<file path="src/hw/rtl/cmf_pkg.sv">
package cmf_pkg;

  typedef logic [2:0] face_t;

  localparam face_t FACE_PX = 3'd0;
  localparam face_t FACE_NX = 3'd1;
  localparam face_t FACE_PY = 3'd2;
  localparam face_t FACE_NY = 3'd3;
  localparam face_t FACE_PZ = 3'd4;
  localparam face_t FACE_NZ = 3'd5;

  localparam int CFG_WIDTH_BITS = 13;
  localparam int FACE_WIDTH_RESET = 256;

  typedef struct packed {
    face_t face;
    logic  zero;
  } side_t;

  localparam int SIDE_BITS = $bits(side_t);

endpackage

</file>
<file path="src/hw/rtl/cmf_fifo.sv">
module cmf_fifo #(
  parameter int WIDTH = 8,
  parameter int DEPTH = 2
) (
  input  logic             clk,
  input  logic             rst_n,
  input  logic             wr_en,
  input  logic [WIDTH-1:0] wr_data,
  output logic             full,
  input  logic             rd_en,
  output logic [WIDTH-1:0] rd_data,
  output logic             empty
);
  localparam int AW = (DEPTH > 1) ? $clog2(DEPTH) : 1;

  logic [WIDTH-1:0] mem_r [DEPTH];
  logic [AW-1:0]    wr_ptr_r, rd_ptr_r;
  logic [AW:0]      count_r;
  logic             do_wr, do_rd;

  assign full    = (count_r == (AW+1)'(DEPTH));
  assign empty   = (count_r == '0);
  assign do_wr   = wr_en && !full;
  assign do_rd   = rd_en && !empty;
  assign rd_data = mem_r[rd_ptr_r];

  always_ff @(posedge clk) begin
    if (!rst_n) begin
      wr_ptr_r <= '0;
      rd_ptr_r <= '0;
      count_r  <= '0;
    end else begin
      if (do_wr) begin
        wr_ptr_r <= (wr_ptr_r == AW'(DEPTH - 1)) ? '0 : wr_ptr_r + 1'b1;
      end
      if (do_rd) begin
        rd_ptr_r <= (rd_ptr_r == AW'(DEPTH - 1)) ? '0 : rd_ptr_r + 1'b1;
      end
      case ({do_wr, do_rd})
        2'b10:   count_r <= count_r + 1'b1;
        2'b01:   count_r <= count_r - 1'b1;
        default: count_r <= count_r;
      endcase
    end
  end

  always_ff @(posedge clk) begin
    if (do_wr) begin
      mem_r[wr_ptr_r] <= wr_data;
    end
  end

endmodule

</file>
<file path="src/hw/rtl/cmf_front.sv">
module cmf_front #(
  parameter int CB = 16,
  parameter int MW = 12
) (
  input  logic signed [CB-1:0]             dir_x,
  input  logic signed [CB-1:0]             dir_y,
  input  logic signed [CB-1:0]             dir_z,
  input  logic [cmf_pkg::CFG_WIDTH_BITS-1:0] face_width,
  output cmf_pkg::side_t                   side,
  output logic [CB:0]                      sum_s,
  output logic [CB:0]                      sum_t,
  output logic [CB-1:0]                    ma,
  output logic [MW:0]                      width_eff
);
  import cmf_pkg::*;

  localparam longint WMAX = 64'd1 << MW;

  logic [CB-1:0]   ax, ay, az;
  logic signed [CB:0] xe, ye, ze, sc, tc, mae;

  assign xe = (CB+1)'(dir_x);
  assign ye = (CB+1)'(dir_y);
  assign ze = (CB+1)'(dir_z);
  assign ax = dir_x[CB-1] ? CB'(-xe) : CB'(xe);
  assign ay = dir_y[CB-1] ? CB'(-ye) : CB'(ye);
  assign az = dir_z[CB-1] ? CB'(-ze) : CB'(ze);

  always_comb begin
    side.zero = (ax == '0) && (ay == '0) && (az == '0);
    if (ax >= ay && ax >= az) begin
      ma = ax;
      tc = -ye;
      if (!dir_x[CB-1] && ax != '0) begin
        side.face = FACE_PX;
        sc = -ze;
      end else begin
        side.face = side.zero ? FACE_PX : FACE_NX;
        sc = ze;
      end
    end else if (ay >= az) begin
      ma = ay;
      sc = xe;
      if (!dir_y[CB-1]) begin
        side.face = FACE_PY;
        tc = ze;
      end else begin
        side.face = FACE_NY;
        tc = -ze;
      end
    end else begin
      ma = az;
      tc = -ye;
      if (!dir_z[CB-1]) begin
        side.face = FACE_PZ;
        sc = xe;
      end else begin
        side.face = FACE_NZ;
        sc = -xe;
      end
    end
  end

  assign mae   = $signed({1'b0, ma});
  assign sum_s = (CB+1)'(sc + mae);
  assign sum_t = (CB+1)'(tc + mae);

  always_comb begin
    if (face_width == '0) begin
      width_eff = (MW+1)'(1);
    end else if (64'(face_width) > WMAX) begin
      width_eff = (MW+1)'(WMAX);
    end else begin
      width_eff = (MW+1)'(face_width);
    end
  end

endmodule

</file>
<file path="src/hw/rtl/cmf_back.sv">
module cmf_back #(
  parameter int CB = 16,
  parameter int MW = 12
) (
  input  logic                 clk,
  input  logic                 rst_n,
  input  logic                 in_valid,
  output logic                 in_take,
  input  cmf_pkg::side_t       in_side,
  input  logic [CB:0]          in_sum_s,
  input  logic [CB:0]          in_sum_t,
  input  logic [CB-1:0]        in_ma,
  input  logic [MW:0]          in_width,
  output logic                 res_valid,
  input  logic                 res_full,
  output cmf_pkg::side_t       res_side,
  output logic [MW-1:0]        res_texel_x,
  output logic [MW-1:0]        res_texel_y
);
  import cmf_pkg::*;

  localparam int QB = MW + 1;
  localparam int NW = CB + MW + 2;

  logic          v_r    [QB+1];
  side_t         side_r [QB+1];
  logic [NW-1:0] rs_r   [QB+1];
  logic [NW-1:0] rt_r   [QB+1];
  logic [QB-1:0] qs_r   [QB+1];
  logic [QB-1:0] qt_r   [QB+1];
  logic [CB:0]   d_r    [QB+1];
  logic [MW:0]   w_r    [QB+1];
  logic          en;
  logic [MW:0]   wm1;
  logic [QB-1:0] cs, ct;

  assign en      = !(v_r[QB] && res_full);
  assign in_take = en;

  always_ff @(posedge clk) begin
    if (!rst_n) begin
      for (int i = 0; i <= QB; i++) begin
        v_r[i] <= 1'b0;
      end
    end else if (en) begin
      v_r[0] <= in_valid;
      for (int i = 1; i <= QB; i++) begin
        v_r[i] <= v_r[i-1];
      end
    end
  end

  always_ff @(posedge clk) begin
    if (en) begin
      side_r[0] <= in_side;
      rs_r[0]   <= NW'(in_sum_s * in_width);
      rt_r[0]   <= NW'(in_sum_t * in_width);
      qs_r[0]   <= '0;
      qt_r[0]   <= '0;
      d_r[0]    <= {in_ma, 1'b0};
      w_r[0]    <= in_width;
    end
  end

  for (genvar k = 0; k < QB; k++) begin : g_div
    localparam int B = QB - 1 - k;
    logic [NW-1:0] dsh;
    logic          ges, get;

    assign dsh = NW'(d_r[k]) << B;
    assign ges = rs_r[k] >= dsh;
    assign get = rt_r[k] >= dsh;

    always_ff @(posedge clk) begin
      if (en) begin
        side_r[k+1] <= side_r[k];
        rs_r[k+1]   <= ges ? rs_r[k] - dsh : rs_r[k];
        rt_r[k+1]   <= get ? rt_r[k] - dsh : rt_r[k];
        qs_r[k+1]   <= {qs_r[k][QB-2:0], ges};
        qt_r[k+1]   <= {qt_r[k][QB-2:0], get};
        d_r[k+1]    <= d_r[k];
        w_r[k+1]    <= w_r[k];
      end
    end
  end

  assign wm1 = w_r[QB] - 1'b1;
  assign cs  = (qs_r[QB] > wm1) ? wm1 : qs_r[QB];
  assign ct  = (qt_r[QB] > wm1) ? wm1 : qt_r[QB];

  assign res_valid   = v_r[QB];
  assign res_side    = side_r[QB];
  assign res_texel_x = side_r[QB].zero ? '0 : cs[MW-1:0];
  assign res_texel_y = side_r[QB].zero ? '0 : ct[MW-1:0];

endmodule

</file>
<file path="src/hw/rtl/cube_map_face_texel_address_core.sv">
// Path from accepted request to empty going low: front queue, product stage,
// one quotient bit per divider stage, result queue.
// Throughput: one request per cycle; the divider pipeline stalls only while a finished
// result waits and the result queue is full.
// Reset: synchronous active-low rst_n empties both queues and the pipeline and
// sets face_width to 256.
module cube_map_face_texel_address_core #(
  parameter int COMPONENT_BITS      = 16,
  parameter int MAX_FACE_WIDTH_LOG2 = 12
) (
  input  logic                                clk,
  input  logic                                rst_n,
  input  logic                                cfg_write_en,
  input  logic [cmf_pkg::CFG_WIDTH_BITS-1:0]  cfg_face_width,
  input  logic                                push,
  output logic                                full,
  input  logic signed [COMPONENT_BITS-1:0]    in_dir_x,
  input  logic signed [COMPONENT_BITS-1:0]    in_dir_y,
  input  logic signed [COMPONENT_BITS-1:0]    in_dir_z,
  output logic                                empty,
  input  logic                                pop,
  output cmf_pkg::face_t                      out_face,
  output logic [MAX_FACE_WIDTH_LOG2-1:0]      out_texel_x,
  output logic [MAX_FACE_WIDTH_LOG2-1:0]      out_texel_y,
  output logic                                out_zero_vector
);
  import cmf_pkg::*;

  localparam int CB = COMPONENT_BITS;
  localparam int MW = MAX_FACE_WIDTH_LOG2;
  localparam int MID_W = SIDE_BITS + 2 * (CB + 1) + CB + MW + 1;
  localparam int OUT_W = SIDE_BITS + 2 * MW;

  logic [CFG_WIDTH_BITS-1:0] face_width_r;

  side_t          f_side, b_side, r_side;
  logic [CB:0]    f_sum_s, f_sum_t, b_sum_s, b_sum_t;
  logic [CB-1:0]  f_ma, b_ma;
  logic [MW:0]    f_w, b_w;
  logic [MID_W-1:0] mid_wdata, mid_rdata;
  logic           mid_empty, mid_pop, b_take;
  logic           r_valid, r_full;
  logic [MW-1:0]  r_tx, r_ty;
  logic [OUT_W-1:0] out_rdata;
  side_t          o_side;

  always_ff @(posedge clk) begin
    if (!rst_n) begin
      face_width_r <= CFG_WIDTH_BITS'(FACE_WIDTH_RESET);
    end else if (cfg_write_en) begin
      face_width_r <= cfg_face_width;
    end
  end

  cmf_front #(.CB(CB), .MW(MW)) u_front (
    .dir_x      (in_dir_x),
    .dir_y      (in_dir_y),
    .dir_z      (in_dir_z),
    .face_width (face_width_r),
    .side       (f_side),
    .sum_s      (f_sum_s),
    .sum_t      (f_sum_t),
    .ma         (f_ma),
    .width_eff  (f_w)
  );

  assign mid_wdata = {f_side, f_sum_s, f_sum_t, f_ma, f_w};

  cmf_fifo #(.WIDTH(MID_W), .DEPTH(2)) u_mid_q (
    .clk     (clk),
    .rst_n   (rst_n),
    .wr_en   (push),
    .wr_data (mid_wdata),
    .full    (full),
    .rd_en   (mid_pop),
    .rd_data (mid_rdata),
    .empty   (mid_empty)
  );

  assign {b_side, b_sum_s, b_sum_t, b_ma, b_w} = mid_rdata;
  assign mid_pop = b_take && !mid_empty;

  cmf_back #(.CB(CB), .MW(MW)) u_back (
    .clk         (clk),
    .rst_n       (rst_n),
    .in_valid    (!mid_empty),
    .in_take     (b_take),
    .in_side     (b_side),
    .in_sum_s    (b_sum_s),
    .in_sum_t    (b_sum_t),
    .in_ma       (b_ma),
    .in_width    (b_w),
    .res_valid   (r_valid),
    .res_full    (r_full),
    .res_side    (r_side),
    .res_texel_x (r_tx),
    .res_texel_y (r_ty)
  );

  cmf_fifo #(.WIDTH(OUT_W), .DEPTH(2)) u_out_q (
    .clk     (clk),
    .rst_n   (rst_n),
    .wr_en   (r_valid),
    .wr_data ({r_side, r_tx, r_ty}),
    .full    (r_full),
    .rd_en   (pop),
    .rd_data (out_rdata),
    .empty   (empty)
  );

  assign {o_side, out_texel_x, out_texel_y} = out_rdata;
  assign out_face        = o_side.face;
  assign out_zero_vector = o_side.zero;

  a_zero_result: assert property (@(posedge clk) disable iff (!rst_n)
    !empty && out_zero_vector |-> out_face == FACE_PX && out_texel_x == '0
      && out_texel_y == '0)
    else $error("zero vector result not +X at texel 0,0");

  a_face_range: assert property (@(posedge clk) disable iff (!rst_n)
    !empty |-> out_face == FACE_PX || out_face == FACE_NX || out_face == FACE_PY
      || out_face == FACE_NY || out_face == FACE_PZ || out_face == FACE_NZ)
    else $error("face code out of range");

  a_reset_empty: assert property (@(posedge clk)
    $past(!rst_n) |-> empty && !full)
    else $error("queues not cleared by reset");

  a_no_drop: assert property (@(posedge clk) disable iff (!rst_n)
    r_valid && r_full |=> r_valid)
    else $error("result lost while result queue full");

endmodule
</file>
<file path="config.mk">
export PLATFORM = sky130hd
export DESIGN_NAME = cube_map_face_texel_address_core
export DESIGN_NICKNAME = d
export VERILOG_FILES = /design/src/hw/rtl/cmf_pkg.sv /design/src/hw/rtl/cmf_fifo.sv /design/src/hw/rtl/cmf_front.sv /design/src/hw/rtl/cmf_back.sv /design/src/hw/rtl/cube_map_face_texel_address_core.sv
export SDC_FILE = /design/constraint.sdc
export NUM_CORES = 2
export LEC_CHECK = 0
export BUFFER_PORTS_ARGS = -buffer_cell sky130_fd_sc_hd__buf_2
export CAP_MARGIN = 5
export CORE_UTILIZATION = 40
export DETAILED_ROUTE_END_ITERATION = 16
export GPL_TIMING_DRIVEN = 0
export PLACE_DENSITY = 0.67
export SLEW_MARGIN = 30
export SYNTH_ARGS = -nofsm -noshare
export SYNTH_HDL_FRONTEND = slang
export SYNTH_SLANG_ARGS = --single-unit
</file>
<file path="constraint.sdc">
create_clock -name clk -period 58 [get_ports clk]
set_input_delay 2.9 -clock clk [delete_from_list [all_inputs] [get_ports clk]]
set_output_delay 2.9 -clock clk [all_outputs]
set_load 0.02 [all_outputs]
</file>
[Word level (Yosys, flattened, before mapping)]
Memories as Yosys holds them, arrays and structs flattened. A register that Yosys moved wholly into a read port is not among the register bits.
Cells that the tools add are included.
Operators by class
  $add $sub $neg: 40
  reduce and logical (&&, ||, !) cells: 25
  muxes and demuxes: 82
  multipliers: 2
  eq/ne operators: 6
  bitwise operators: 14
  order comparisons: 32
Operators by type and width (count)
  2-to-1 mux 30 bit: 26
  2-to-1 mux 17 bit: 7
  2-to-1 mux 16 bit: 5
  >= comparator 30 x 17 -> 1 bit: 2
  >= comparator 30 x 18 -> 1 bit: 2
  >= comparator 30 x 19 -> 1 bit: 2
  >= comparator 30 x 20 -> 1 bit: 2
  >= comparator 30 x 21 -> 1 bit: 2
  >= comparator 30 x 22 -> 1 bit: 2
  >= comparator 30 x 23 -> 1 bit: 2
  >= comparator 30 x 24 -> 1 bit: 2
  >= comparator 30 x 25 -> 1 bit: 2
  >= comparator 30 x 26 -> 1 bit: 2
  >= comparator 30 x 27 -> 1 bit: 2
  >= comparator 30 x 28 -> 1 bit: 2
  >= comparator 30 x 29 -> 1 bit: 2
  multiplier 17 x 13 -> 30 bit: 2
  subtractor 30 x 17 -> 30 bit: 2
  subtractor 30 x 18 -> 30 bit: 2
  subtractor 30 x 19 -> 30 bit: 2
  subtractor 30 x 20 -> 30 bit: 2
  subtractor 30 x 21 -> 30 bit: 2
  subtractor 30 x 22 -> 30 bit: 2
  subtractor 30 x 23 -> 30 bit: 2
  other kinds (30): 121
Storage, ports and cells
  flip-flop bits (word level): 21
  bits in writable memories: 1884
  logic and storage cells: 218
  memories: 10
Memories
  u_back.rs_r: depth 14, width 30, rd ports 13, clocked after memory_dff 0, write ports 14, line cmf_back.sv:27  | logic [NW-1:0] rs_r [QB+1];
  u_back.rt_r: depth 14, width 30, rd ports 13, clocked after memory_dff 0, write ports 14, line cmf_back.sv:28  | logic [NW-1:0] rt_r [QB+1];
  u_back.d_r: depth 14, width 17, rd ports 13, clocked after memory_dff 0, write ports 14, line cmf_back.sv:31  | logic [CB:0] d_r [QB+1];
  u_back.qs_r: depth 14, width 13, rd ports 14, clocked after memory_dff 0, write ports 14, line cmf_back.sv:29  | logic [QB-1:0] qs_r [QB+1];
  u_back.qt_r: depth 14, width 13, rd ports 14, clocked after memory_dff 0, write ports 14, line cmf_back.sv:30  | logic [QB-1:0] qt_r [QB+1];
  u_back.w_r: depth 14, width 13, rd ports 14, clocked after memory_dff 0, write ports 14, line cmf_back.sv:32  | logic [MW:0] w_r [QB+1];
  4 more memories

[Depth between registers and ports, before layout]
  depth after elaboration: 8
  depth in mapped cells: 32
  gate-level depth less buffers: 29

[By module]
Synthesis repeated with hierarchy kept, for this count alone.
Unflattened totals
  cell total of the unflattened synthesis: 8604
  area, all modules: 98619.6 µm²
Modules (own cells, without submodules)
  cmf_back: times used 1, area an instance 85334.3 µm², cells each 7412
  cmf_front: times used 1, area an instance 5465.2 µm², cells each 801
  cmf_fifo at u_mid_q: times used 1, area an instance 5057.4 µm², cells each 234
  cmf_fifo at u_out_q: times used 1, area an instance 2248.4 µm², cells each 113
  cube_map_face_texel_address_core: times used 1, area an instance 514.2 µm², cells each 44

[Worst setup path after synthesis]
No wires, ideal clock.
  path kind: register to register
  start: register u_out_q.count_r[0]
  end: memory u_back.v_r[1][0] (netlist: u_back.v_r[0][1]) (data pin)
  arrival time: 41.368 ns
  cell stages (with the launch flop): 4
  period minus slack after synthesis: 41.713 ns
  path buffers: 1
  slack: 16.287 ns
  data required time: 57.655 ns
  setup time: 0.345 ns
  cell sequence: dfxtp_1 nand3b_1 clkbuf_1 and3_1
RTL lines
  from (decl): line cmf_fifo.sv:18  | logic [AW:0] count_r;
  from (signal assigned): line cmf_fifo.sv:40  | 2'b10: count_r <= count_r + 1'b1;
  from (signal assigned): line cmf_fifo.sv:41  | 2'b01: count_r <= count_r - 1'b1;
  from (signal assigned): line cmf_fifo.sv:42  | default: count_r <= count_r;
  to (decl): line cmf_back.sv:25  | logic v_r [QB+1];

[Worst setup path in the final report]
  start: input port in_dir_x[8]
  end: memory u_mid_q.mem_r[0][42] (netlist name) (data pin)
On the way
  word-level cells in the longest chain between the ends: 6
  elaborated cells on any way between the ends: 8
  classes of those cells: add/sub: 2; order compare: 2; mux: 3; reduce/logical: 1
RTL lines
  from (decl): line cube_map_face_texel_address_core.sv:17  | input logic signed [COMPONENT_BITS-1:0] in_dir_x,
  negator 16 -> 17 bit
  2-to-1 mux 16 bit (*): line cmf_front.sv:25  | assign ax = dir_x[CB-1] ? CB'(-xe) : CB'(xe);
  >= comparator 16 bit: line cmf_front.sv:31  | if (ax >= ay && ax >= az) begin
  logical AND 1 bit (*): line cmf_front.sv:31
  2-to-1 mux 16 bit (*): line cmf_front.sv:31
  via f_ma[1]: line cube_map_face_texel_address_core.sv:38  | logic [CB-1:0] f_ma, b_ma;
  adder 17 bit (*): line cmf_front.sv:66  | assign sum_t = (CB+1)'(tc + mae);
  via f_sum_t[13]: line cube_map_face_texel_address_core.sv:37  | logic [CB:0] f_sum_s, f_sum_t, b_sum_s, b_sum_t;
  to (decl): line cmf_fifo.sv:16  | logic [WIDTH-1:0] mem_r [DEPTH];
The timed path passes the listed nets; every way through them passes the cells marked *.

==> summary.md <==
| Metric | Value |
|---|---|
| Number of post-CTS setup repair buffers | 0 |
| Crit path buf inv count | 4 |
| Fin nets | 9,872 |
| Final setup fails | 0 |
| CP Launch Type | input port |
| TritonCTS clock tree | done |
| Cts repair resizes | 0 |
| Commonest non-fill, non-tap cell in the layout | edfxtp_1 |
| Fin cells | 12,100 |
| Crit. End Element | register |
| Post-synthesis register bit count | 1,635 |
| Critical Path Fanout Max | 10 |
| Grt ovf | 0 |
| Area delta synth->final | 11.8% |
| Post-Synthesis Cells | 8,482 |
| Final min period | 10.99 ns |
| Ys Warns | 0 |
| Clk sinks | 1,635 |
| Syn Area/Cell | 11.5 sq um |
| Fill count | 22,000 |
| Vias | 66,000 |
| Worst skew pair latency | 0.88 ns |
| Min-delay worst type | reg2reg |
| Initial antenna violation count | 9 |
| DP Area | 103,000 sq um |
| Starting density of the core | 40.2% |
| Slowest CP cell | a221oi_1 |
| Post-Route Skew | 0.0973 ns |
| TritonCTS Buffers | 176 |
| Final hold violations | 0 |
| Slew headroom | 29.1% |
| Post-Route WL | 261,000 um |
| Avg WL per Cell | 21.5 um |
| Most common cell on crit path | a21o_1 |
| Crit path kind | in2reg |
| 1st-iter DRT viols | 5,800 |
| Synth async-reset ratio | 0% |
| Worst path max stage delay | 0.80 ns |
| Longest Clk Path Bufs | 3 |
| DR pass1 iterations | 8 |
| Placer Congestion | 0.966 |
| Vert. Die Dim | 496 um |
| Row cnt | 181 |
| Setup_tns | 0 ns |
| Clk pin slew, worst setup/hold paths | 0.06 ns |
| Share of cells above drive strength 1 | 7.85% |
| Number of I/O pins | 96 |
| Critical path required time | 58.46 ns |
| Global-route wire length before repair | 393,000 um |
| Max Transition Viols Final | 0 |
| Syn Std Cell Area | 97,700 sq um |
| Seq/Total Area, Yosys | 50.0% |
| Most frequent cells in the layout | 1,611 x edfxtp_1, 867 x inv_1, 741 x nor2_1, 677 x ha_1, 638 x nand2_1 |
| Root Buffer | clkbuf_16 |
| Fmax | 91.0 MHz |
| Status | completed |
| Flop2flop setup slack | 48.51 ns |
| Port Buf Inserts | 72 |
| Post-route ant nets | 0 |
| Delay-heaviest family, CP | compound AO/OA/AOI/OAI gates |
| DIE WIDTH | 496 um |
| Post-route cell area | 109,000 sq um |
| Hold_buf cts | 0 |
| Netlist cell types | 96 |
| Largest net degree at the start of global routing | 54 |
| Critical path arrival | 11.45 ns |
| All-Layer GR Usage | 21.1% |
| Syn_nets | 9,581 |
| Die area | 246,000 sq um |
| Placed instance count | 11,800 |
| Vias per cell | 5.45 |
| Core area | 243,000 sq um |
| Residual DRC | 0 |
| Vias in the first global route | 65,200 |
| EDFF count, synth | 1,611 |
| Top_reg_cell synth | edfxtp_1 |
| Period utilization | 18.9% |
| Detail Placement HPWL | 207,000 um |
| Worst slew pin tran | 1.06 ns |
| RSZ-0062 raised after global routing | false |
| H-tree depth | 4 |
| Max Cap Viol | 0 |
[worst paths after layout]
path | cells past startpoint | from | to
setup / recovery | 29 | in_dir_x[8] | u_mid_q.mem_r[0][42]
hold / removal | 0 | u_back.qs_r[3][4] | u_back.qs_r[3][18]
hold reg to reg | 0 | u_back.qs_r[3][4] | u_back.qs_r[3][18]
setup reg to reg | 24 | register | u_back.rt_r[0][26]
[synthesized netlist by cell type (all sizes together) (10+ instances only)]
master      n  area share [%]
edfxtp   1611              50
inv       873             3.4
nor2      745             2.9
ha        677             8.7
nand2     639             2.5
a21oi     470             2.4
fa        356             7.3
o21ai     339             1.7
xnor2     330             3.0
xor2      270             2.4
mux2      192             2.2
nor3      162            0.84
a21o      152             1.2
clkbuf    148            0.57
mux2i     126             1.3
nor2b     113            0.72
nand2b    105            0.67
nand3     104            0.53
nor4      100            0.66
nand4      84            0.54
o21a       75            0.58
or3        73            0.47
and3       55            0.35
o31ai      53            0.42
buf        48            0.24
a211oi     47            0.36
o211ai     46            0.35
a21boi     45            0.35
a31oi      40            0.26
or2        39            0.25
o21bai     38            0.29
and2       29            0.19
or4        27            0.21
dfxtp      24            0.49
nor4b      21            0.20
a2111oi    20            0.19
nand3b     18            0.14
nand4b     17            0.15
o2111ai    13            0.12
a211o      12            0.11
a31o       12            0.11
o311ai     12            0.11
nor3b      10           0.077
[per-layer routing]
| layer | wire length, um | part of all wire, % | global-route usage (%) |
|---|---|---|---|
| met4 | 7720 | 3.0 | 6.64 |
| met1 | 115000 | 44 | 28.7 |
| met3 | 15500 | 5.9 | 2.84 |
| met2 | 123000 | 47 | 34.8 |
| met5 | 25 | 0.0096 | 0 |
[sequential cells by signal, summed over array words and instances, names as in the netlist, 56 cells and up, named ones only]
register and cells:
u_back.rt_r 390, u_back.d_r 208, u_back.qs_r 91, u_out_q.mem_r 56
u_back.side_r 56, u_mid_q.mem_r 134, u_back.rs_r 390, u_back.qt_r 91
u_back.w_r 182
[cell type report]
type	instances	area [sq um]	share of cell area [%]
Sequential cell	1635	48900	44.7
Multi-Input combinational cell	5777	44800	41.0
Clock buffer	218	4580	4.20
Tap cell	3202	4010	3.67
Inverter	874	3280	3.00
Clock inverter	106	1530	1.40
Timing Repair Buffer	113	1310	1.20
Buffer	196	802	0.735
Antenna cell	3	7.51	0.00688
[kinds of logic after synthesis]
family / after synthesis / share of synthesized area [%]
XOR/XNOR: 600 / 5.39
AO/OA/AOI/OAI: 1463 / 9.40
adder cells (fa/ha/maj): 1033 / 16.0
buffers and inverters: 1070 / 4.17
multiplexers: 318 / 3.51
AND/OR/NAND/NOR: 2363 / 11.5
flip-flops: 1635 / 50.0
[per-stage QoR]
step | worst slack (ns) | util (%) | hold WS [ns]
3_5_place_dp | 46.52 | 42.4 | 0.405
4_1_cts | 47.37 | 44.9 | 0.358
6_report | 47.01 | 44.9 | 0.362
2_1_floorplan | 16.29 | - | 0.400
3_3_place_gp | 3.17 | 42.0 | 0.400
5_1_grt | 46.56 | 44.9 | 0.354
Power is not shown: default switching activity piles up to over one toggle a cycle in this logic, so the estimate is an artifact.
